`config.mk`:
```
export PLATFORM = sky130hd
export DESIGN_NAME = aolpq_cell
export DESIGN_NICKNAME = d
export VERILOG_FILES = /design/src/rtl/aolpq_pkg.sv /design/src/rtl/aolpq_cell.sv
export SDC_FILE = /design/constraint.sdc
export NUM_CORES = 1
export LEC_CHECK = 0
export ABC_AREA = 1
export BUFFER_PORTS_ARGS = -buffer_cell sky130_fd_sc_hd__buf_2
export CORE_UTILIZATION = 35
export DETAILED_ROUTE_END_ITERATION = 10
export GPL_ROUTABILITY_DRIVEN = 1
export PLACE_DENSITY = 0.65
export REMOVE_ABC_BUFFERS = 1
export SYNTH_ARGS = -nofsm -noshare
export SYNTH_HDL_FRONTEND = slang
export SYNTH_SLANG_ARGS = --single-unit
```
`constraint.sdc`:
```
create_clock -name clk -period 6.75 [get_ports clk]
set_clock_uncertainty 0.05 [all_clocks]
set_input_delay 1.35 -clock clk [delete_from_list [all_inputs] [get_ports clk]]
set_output_delay 1.35 -clock clk [all_outputs]
set_load 0.03 [all_outputs]
```
`src/rtl/aolpq_pkg.sv`:
```
`timescale 1ns / 1ps
`default_nettype none
// ----------------------------------------------------------------------------
// aolpq_pkg: shared types for the A-star open-list priority queue
// Entry layout, channel items, operation and status codes, the cell control
// group and the priority key function.
// ----------------------------------------------------------------------------
package aolpq_pkg;

  localparam int CAPACITY = 64;
  localparam int CNT_W    = $clog2(CAPACITY + 1);
  localparam int KEY_W    = 20;
  localparam int WEIGHT_W = 4;

  typedef logic [CAPACITY-1:0] cell_vec_t;
  typedef logic [CNT_W-1:0]    count_t;
  typedef logic [KEY_W-1:0]    key_t;
  typedef logic [WEIGHT_W-1:0] weight_t;

  typedef enum logic [1:0] {
    OP_INSERT = 2'd0,
    OP_POP    = 2'd1,
    OP_DELETE = 2'd2,
    OP_QUERY  = 2'd3
  } op_e;

  typedef enum logic [1:0] {
    STAT_OK        = 2'd0,
    STAT_EMPTY     = 2'd1,
    STAT_FULL      = 2'd2,
    STAT_NOT_FOUND = 2'd3
  } status_e;

  typedef enum logic {
    S_IDLE  = 1'b0,
    S_APPLY = 1'b1
  } state_e;

  typedef struct packed {
    logic [5:0] heading;
    logic [9:0] y;
    logic [9:0] x;
  } place_t;

  typedef struct packed {
    logic [7:0]  prim;
    place_t      place;
    logic [15:0] h;
    logic [15:0] g;
  } entry_t;

  typedef struct packed {
    op_e         kind;
    logic [15:0] cost_so_far;
    logic [15:0] heuristic;
    logic [9:0]  x_coord;
    logic [9:0]  y_coord;
    logic [5:0]  heading;
    logic [7:0]  primitive_id;
  } in_item_t;

  typedef struct packed {
    status_e     status;
    logic        found;
    logic [15:0] out_cost;
    logic [15:0] out_heuristic;
    logic [9:0]  out_x;
    logic [9:0]  out_y;
    logic [5:0]  out_heading;
    logic [7:0]  out_primitive;
    logic [6:0]  occupancy;
  } out_item_t;

  typedef struct packed {
    logic load_new;
    logic from_left;
    logic from_right;
  } cell_ctl_t;

  // Priority key g + weight * h; the widest value fits in KEY_W bits.
  function automatic key_t key_of(logic [15:0] g, logic [15:0] h, weight_t w);
    key_t k;
    k = key_t'(g) + key_t'(w) * key_t'(h);
    return k;
  endfunction

endpackage
`default_nettype wire

```
`src/rtl/aolpq_cell.sv`:
```
`timescale 1ns / 1ps
`default_nettype none
// ----------------------------------------------------------------------------
// aolpq_cell: one slot of the sorted open list
// Holds one entry, compares its own key and place against the item on offer,
// and loads the new entry or a neighbour's entry when told to.
// ----------------------------------------------------------------------------
module aolpq_cell (
  input  wire                       clk,
  input  wire aolpq_pkg::weight_t   weight,
  input  wire aolpq_pkg::key_t      new_key,
  input  wire aolpq_pkg::place_t    probe,
  input  wire aolpq_pkg::cell_ctl_t ctl,
  input  wire aolpq_pkg::entry_t    new_entry,
  input  wire aolpq_pkg::entry_t    left_entry,
  input  wire aolpq_pkg::entry_t    right_entry,
  output aolpq_pkg::entry_t         entry,
  output logic                      ge,
  output logic                      hit
);

  aolpq_pkg::key_t own_key;

  assign own_key = aolpq_pkg::key_of(entry.g, entry.h, weight);
  assign ge      = (own_key >= new_key);
  assign hit     = (entry.place == probe);

  always_ff @(posedge clk) begin
    if (ctl.load_new) begin
      entry <= new_entry;
    end else if (ctl.from_left) begin
      entry <= left_entry;
    end else if (ctl.from_right) begin
      entry <= right_entry;
    end
  end

endmodule
`default_nettype wire

```
==> reports/summary.md, run 1 <==
### Status
* finished clean — run status

### Worst setup path
* weight[1] — beginning of the critical path
* sky130_fd_sc_hd__nand2_1 — cell repeated most along the worst path
* input pin — CP Launch Type
* buf_6 > nand2_1 > inv_1 > fa_1 > fa_1 > inv_1 > fa_1 > inv_1 > ha_2 > nand2_1 > nor2_1 > and2_1 > nand2_1 > nand3_1 > nand2_1 > ha_1 > nand2_1 > o21ai_0 > a21oi_1 > nand4_1 > buf_6 — cell chain of the critical path
* input pin to output pin — kind of critical path
* output pin — CP endpoint kind
* sky130_fd_sc_hd__fa_1 — critical path's slowest cell
* 16 — critical-path maximum fanout
* 0.49 ns — worst stage delay on the critical path
* 5.16 ns — worst path arrival time
* 5.35 ns — critical path data required time

### Min path
* entry[59] — hold endpoint
* input pin to flip-flop — type of the tightest min-delay check
* new_entry[59] — source of the worst hold timing path
* 3 — cell depth of the worst min-delay path

### Drt
* 4.70 — Vias/cell
* 0 — drt drc
* 250 — count of routing violations after the opening detailed-route iteration
* 14.5 um — wire per inst
* 7217 — routed vias
* 22300 um — Routed Wire Length
* 0 — post-detailed-route count of antenna-violating nets
* 5 — First-pass DRT Iterations

### Logic synthesis
* 7.19 um2 — Syn Area/Cell
* 0 — Synth Warn #
* 0.286 — sequential-to-total area share from yosys stat
* 0 — post-synthesis async set-or-reset flop share
* 66 — number of flops mapped to enable cells by yosys
* sky130_fd_sc_hd__edfxtp_1 29%, sky130_fd_sc_hd__nand2_1 13%, sky130_fd_sc_hd__fa_1 12% — top cells by area in the synthesized netlist
* 66 — number of storage elements in the synthesis netlist
* sky130_fd_sc_hd__edfxtp_1 — library cell with the largest summed area after synthesis
* 6920 um2 — Synth Cell Area
* 25 — post-synthesis cell type count
* sky130_fd_sc_hd__edfxtp_1 — leading register cell type out of synthesis
* 0.286 — fraction of post-synthesis cell area in the top cell type by area
* 963 — post-synthesis instance total

### Floorplan
* 19400 um2 — core box area
* 51 — number of rows in the core area
* 320 — IO Pins
* 143 um — die width
* 143 um — Die Y-Extent
* 0.357 — initial core utilization
* 20300 um2 — DIE AREA

### Finish
* entry — register name with the most flops
* entry: 66 flops — largest registers
* 66 — max reg flops
* 1606 — # nets final
* 34.2% — area added between synthesis and finish
* 0.308 — share of final-layout standard cells stronger than drive strength 1
* 0.479 — share of the core filled with cells in the final layout

### Place
* 319 — IO Port Bufs
* 17600 um — HPWL after DPL
* 0.892 — global placement routability congestion

### CTS
* 2 — Max Root-Sink Buffers
* sky130_fd_sc_hd__clkbuf_16 — root buffer cell
* yes — clock tree from TritonCTS
* 0 — Post-CTS Hold Buffers
* 66 — TritonCTS Sinks
* 0.06 ns — post-CTS clock slew at the launch and capture registers of the worst setup and hold paths
* 9 — cts bufs inserted
* 3 — number of levels the H-tree was split into

### STA
* 0.395 — relative slew slack
* 0.908 ns — worst-margin pin slew
* 0 — endpoints failing hold
* 6.56 ns — post-layout minimum cycle time
* 0.972 — ratio of final minimum period to clock period
* 0 — final number of setup-violating endpoints
* yes — unrepaired setup endpoints after global routing
* 152 MHz — max frequency
* 0 — max-slew violation count

### Global routing
* 34100 um — wire length of the first global-routing pass
* 11 — antenna violations before repair
* 0.217 — GRT Total Usage
* 68 — maximum number of pins on one net before global-route repair
* 0 — GRT Residual Overflow
* 6848 — number of global-route vias before repair

### Power
* 0.146 mV — worst supply voltage drop on vdd
* 327 nW/um2 — cell area power density
* 5.16 nW — static leakage
* 3.04 mW — final total power

### Job
* 0 — Max-cap violations

[synth_stat cells (3+ instances only)]
master	count
sky130_fd_sc_hd__edfxtp_1	66
sky130_fd_sc_hd__clkbuf_1	18
sky130_fd_sc_hd__nor3_1	7
sky130_fd_sc_hd__a21oi_1	160
sky130_fd_sc_hd__nand3_1	18
sky130_fd_sc_hd__fa_1	43
sky130_fd_sc_hd__nor2_1	93
sky130_fd_sc_hd__nand2_2	6
sky130_fd_sc_hd__xnor2_1	9
sky130_fd_sc_hd__buf_2	17
sky130_fd_sc_hd__inv_1	197
sky130_fd_sc_hd__xor2_1	13
sky130_fd_sc_hd__nand2_1	235
sky130_fd_sc_hd__ha_1	48
sky130_fd_sc_hd__nand4_1	4
sky130_fd_sc_hd__o21ai_0	11
sky130_fd_sc_hd__nor2_2	3
sky130_fd_sc_hd__o22ai_1	6
[worst max-delay path: cells and delay by family]
| family | cells | cell delay, ns |
|---|---|---|
| adders and majority gates | 5 | 2.09 |
| and+or+nand+nor | 9 | 0.98 |
| buffers and inverters | 5 | 0.45 |
| AOI/OAI and AO/OA | 2 | 0.30 |
[cell families (layout without fill, tap and decap cells)]
kind of cell	Yosys count	count (layout)	share of synthesized area
AOI/OAI and AO/OA	179	179	0.131
adders and majority gates	91	91	0.211
xor gates and xnor gates	22	22	0.0278
other	0	5	0
buffers and inverters	235	539	0.131
DFF	66	66	0.286
and+or+nand+nor	370	370	0.212
[what timing repair did]
item	4_1_cts	5_1_grt
pin swaps	0	10
endpoints found under the setup margin	1	1
resized for setup	4	51
setup buffers	0	1
[layer usage]
metal	routed length, um	up-vias	track usage
met5	58	-	0
met1	8820	3307	0.251
met3	1500	54	0.0610
met4	638	10	0.0849
li1	-	3606	-
met2	11200	240	0.378
[final cells by class]
type,instances,area [um2]
timing repair buffer,326,1670
sequential,66,1980
multi-input combinational,662,4280
inverter,198,743
tap,265,332
antenna,5,12.5
fill,2022,10100
clock buffer,10,229
clock inverter,5,46.3
[where the power goes]
part           internal [mW]  total, mW  switching, mW
clock                  0.280      0.454          0.174
combinational          0.833       2.04           1.21
sequential             0.509      0.550         0.0405
total                   1.62       3.04           1.42
[worst max-delay path by stage]
stage,to,slack (ns),cells after the start
global route,ge,-0.06,21
floorplan,ge,0.50,23
detailed placement,ge,-0.14,23
finish,ge,0.19,21
CTS,ge,0.03,23
global placement,ge,-0.06,23
[metrics by stage]
stage	TNS, ns	cells	hold WS [ns]	instance area, um2	worst slack [ns]
6_report	0	1537	1.29	9300	0.186
5_1_grt	-0.0635	1537	1.29	9300	-0.0635
4_1_cts	0	1531	1.28	9030	0.0340
3_5_place_dp	-0.137	1516	1.62	8740	-0.137
3_3_place_gp	-0.0551	1516	1.62	8740	-0.0551
2_1_floorplan	0	926	1.53	6760	0.505
[cells in the final DEF, fill, tap and decap left out, drive strengths merged, types with 5 or more instances in the layout]
cell type	instances
buf	326
nand2	241
inv	198
a21oi	161
nor2	96
edfxtp	66
ha	48
fa	43
nand3	20
xor2	13
o21ai	11
clkbuf	10
xnor2	9
nor3	7
o22ai	6
diode	5
No activity file was read; power rests on OpenSTA's default activity.
==> run 2: changes to the inputs <==
==> constraint.sdc (replaced) <==
create_clock -name clk -period 6.75 [get_ports clk]
set_clock_uncertainty 0.05 [all_clocks]
set_input_delay 0.3375 -clock clk [delete_from_list [all_inputs] [get_ports clk]]
set_output_delay 0.3375 -clock clk [all_outputs]
set_load 0.03 [all_outputs]
==> run 2 against run 1 <==
Net effect:
- die area unchanged
- global-route usage down 0.065 points
- power down 7.9%
- critical path type is now flip-flop to output pin
- largest cell class unchanged
==> reports/summary.md, run 2 (same netlist as run 1, synthesis figures left out) <==
### Finish
* 1602 — # nets final, -0.25%
* 30.6% — area added between synthesis and finish
* 1536 — final standard cell count with taps included and fillers excluded, -0.065%
* entry — register name with the most flops
* 0.277 — share of final-layout standard cells stronger than drive strength 1, -0.0309
* 0.466 — share of the core filled with cells in the final layout, -0.0130
* sky130_fd_sc_hd__buf_2 — most frequent standard cell in the layout excluding fill and tap cells
* 66 — max reg flops, unchanged
* 9040 um2 — post-route cell area, -2.7%
* 319 x sky130_fd_sc_hd__buf_2, 234 x sky130_fd_sc_hd__nand2_1, 196 x sky130_fd_sc_hd__inv_1 — leading cell types in the layout, fill and taps excluded
* entry: 66 flops — largest registers

### Drt
* 5 — First-pass DRT Iterations, unchanged
* 4.66 — Vias/cell, -0.70%
* 240 — count of routing violations after the opening detailed-route iteration, -4.0%
* 0 — post-detailed-route count of antenna-violating nets, unchanged
* 0 — drt drc, unchanged
* 21900 um — Routed Wire Length, -1.6%
* 14.3 um — wire per inst, -1.6%
* 7162 — routed vias, -0.76%

### STA
* 0 ns — total negative slack for setup checks, unchanged
* no — unrepaired setup endpoints after global routing
* 197 MHz — max frequency, +29%
* 0 — max-slew violation count, unchanged
* 0 — endpoints failing hold, unchanged
* 1.23 ns — worst-margin pin slew, +0.323 ns
* 5.09 ns — post-layout minimum cycle time, -1.47 ns
* 0.754 — ratio of final minimum period to clock period, -0.219
* 0.180 — relative slew slack, -0.215
* 0 — final number of setup-violating endpoints, unchanged

### Global routing
* 0 — GRT Residual Overflow, unchanged
* 12 — antenna violations before repair, +1
* 6823 — number of global-route vias before repair, -0.37%
* 69 — maximum number of pins on one net before global-route repair, +1.5%
* 34300 um — wire length of the first global-routing pass, +0.32%
* 0.216 — GRT Total Usage, -0.000649

### Worst setup path
* output pin — CP endpoint kind
* 6.36 ns — critical path data required time, +1.01 ns
* 5 — critical-path maximum fanout, -11
* flip-flop to output pin — kind of critical path
* flip-flop — CP Launch Type
* 4.70 ns — worst path arrival time, -0.46 ns

### Power
* 0.626 — Combinational Power Share, -0.044
* 310 nW/um2 — cell area power density, -5.3%
* 2.80 mW — final total power, -7.9%
* 1.50 mW — internal power of the cells, -7.6%
* 5.15 nW — static leakage, -0.23%
* 0.465 — switching fraction of total power, -0.00164
* 0.137 mV — worst supply voltage drop on vdd, -5.8%
* 1.30 mW — net load switching power, -8.2%
* 0.178 — power share of the clock group, +0.029
* 0.197 — Flop pwr share, +0.016

### Floorplan
* 19400 um2 — core box area, unchanged
* 20300 um2 — DIE AREA, unchanged
* 320 — IO Pins, unchanged
* 143 um — Die Y-Extent, unchanged
* 143 um — die width, unchanged
* 0.357 — initial core utilization, unchanged
* 51 — number of rows in the core area, unchanged

### CTS
* 0 — buffers inserted during post-CTS setup optimization, unchanged
* 66 — TritonCTS Sinks, unchanged
* 0 — post-cts sizing count, -4
* yes — clock tree from TritonCTS
* 0.06 ns — post-CTS clock slew at the launch and capture registers of the worst setup and hold paths, about the same
* sky130_fd_sc_hd__clkbuf_16 — root buffer cell
* 9 — cts bufs inserted, unchanged
* 2 — Max Root-Sink Buffers, unchanged
* 3 — number of levels the H-tree was split into, unchanged
* 0 — Post-CTS Hold Buffers, unchanged

### Place
* 319 — IO Port Bufs, unchanged
* 17400 um — HPWL after DPL, -1.1%
* 8720 um2 — post-placement cell area, -0.26%
* 1513 — placed instance count, -0.20%
* 0.865 — global placement routability congestion, -3.0%

### Job
* 0 — Max-cap violations, unchanged

### Min path
* input pin to flip-flop — type of the tightest min-delay check

### Status
* finished clean — run status

==> run 2: final cells by class <==
cell class | instances | area [um2]
sequential | 66 | 1980
clock buffer | 9 | 225
multi-input combinational | 662 | 4040
fill | 2058 | 10400
timing repair buffer | 322 | 1620
antenna | 7 | 17.5
clock inverter | 7 | 83.8
tap | 265 | 332
inverter | 198 | 743
==> run 2: routing by layer <==
metal	vias up	global-route usage	wire, um
met3	46	0.0543	1430
met5	-	0	58
met4	10	0.0753	518
li1	3605	-	-
met2	228	0.384	11100
met1	3273	0.252	8770
==> run 2: power by group through the flow <==
stage          logic (mW)  registers [mW]  clock network [mW]
2_1_floorplan        1.22           0.643                   0
3_3_place_gp         1.74           0.558                   0
3_5_place_dp         1.77           0.559                   0
4_1_cts              1.78           0.551               0.505
5_1_grt              2.05           0.557               0.525
6_report             1.75           0.551               0.498
==> run 2: stage by stage <==
stage | hold slack (ns) | setup slack [ns]
final | 0.277 | 1.66
after global placement | 0.605 | 1.91
after CTS | 0.266 | 1.59
after global routing | 0.277 | 1.26
after floorplan | 0.517 | 2.25
after detailed placement | 0.611 | 1.88
==> run 2: worst paths after layout <==
| kind | cells after the start | start | slack [ns] | to |
|---|---|---|---|---|
| hold / removal | 3 | new_entry[48] | 0.28 | entry[48] |
| setup / recovery | 22 | entry[20] | 1.66 | ge |
==> run 2: worst max-delay path: stages (launching register included) <==
cell and delay (ns):
sky130_fd_sc_hd__edfxtp_1 0.50, sky130_fd_sc_hd__nand2_1 0.11, sky130_fd_sc_hd__inv_1 0.06, sky130_fd_sc_hd__fa_1 0.47
sky130_fd_sc_hd__fa_1 0.52, sky130_fd_sc_hd__inv_1 0.05, sky130_fd_sc_hd__fa_1 0.47, sky130_fd_sc_hd__inv_1 0.04
sky130_fd_sc_hd__ha_1 0.33, sky130_fd_sc_hd__a21oi_1 0.22, sky130_fd_sc_hd__nand2_1 0.10, sky130_fd_sc_hd__nand2_1 0.08
sky130_fd_sc_hd__nand3_2 0.11, sky130_fd_sc_hd__nand2_2 0.09, sky130_fd_sc_hd__nand2_1 0.05, sky130_fd_sc_hd__nand2_1 0.05
sky130_fd_sc_hd__nand2_1 0.06, sky130_fd_sc_hd__ha_1 0.31, sky130_fd_sc_hd__nand4_1 0.12, sky130_fd_sc_hd__nor3_1 0.26
sky130_fd_sc_hd__nand3_1 0.11, sky130_fd_sc_hd__nand4_1 0.10, sky130_fd_sc_hd__buf_2 0.20
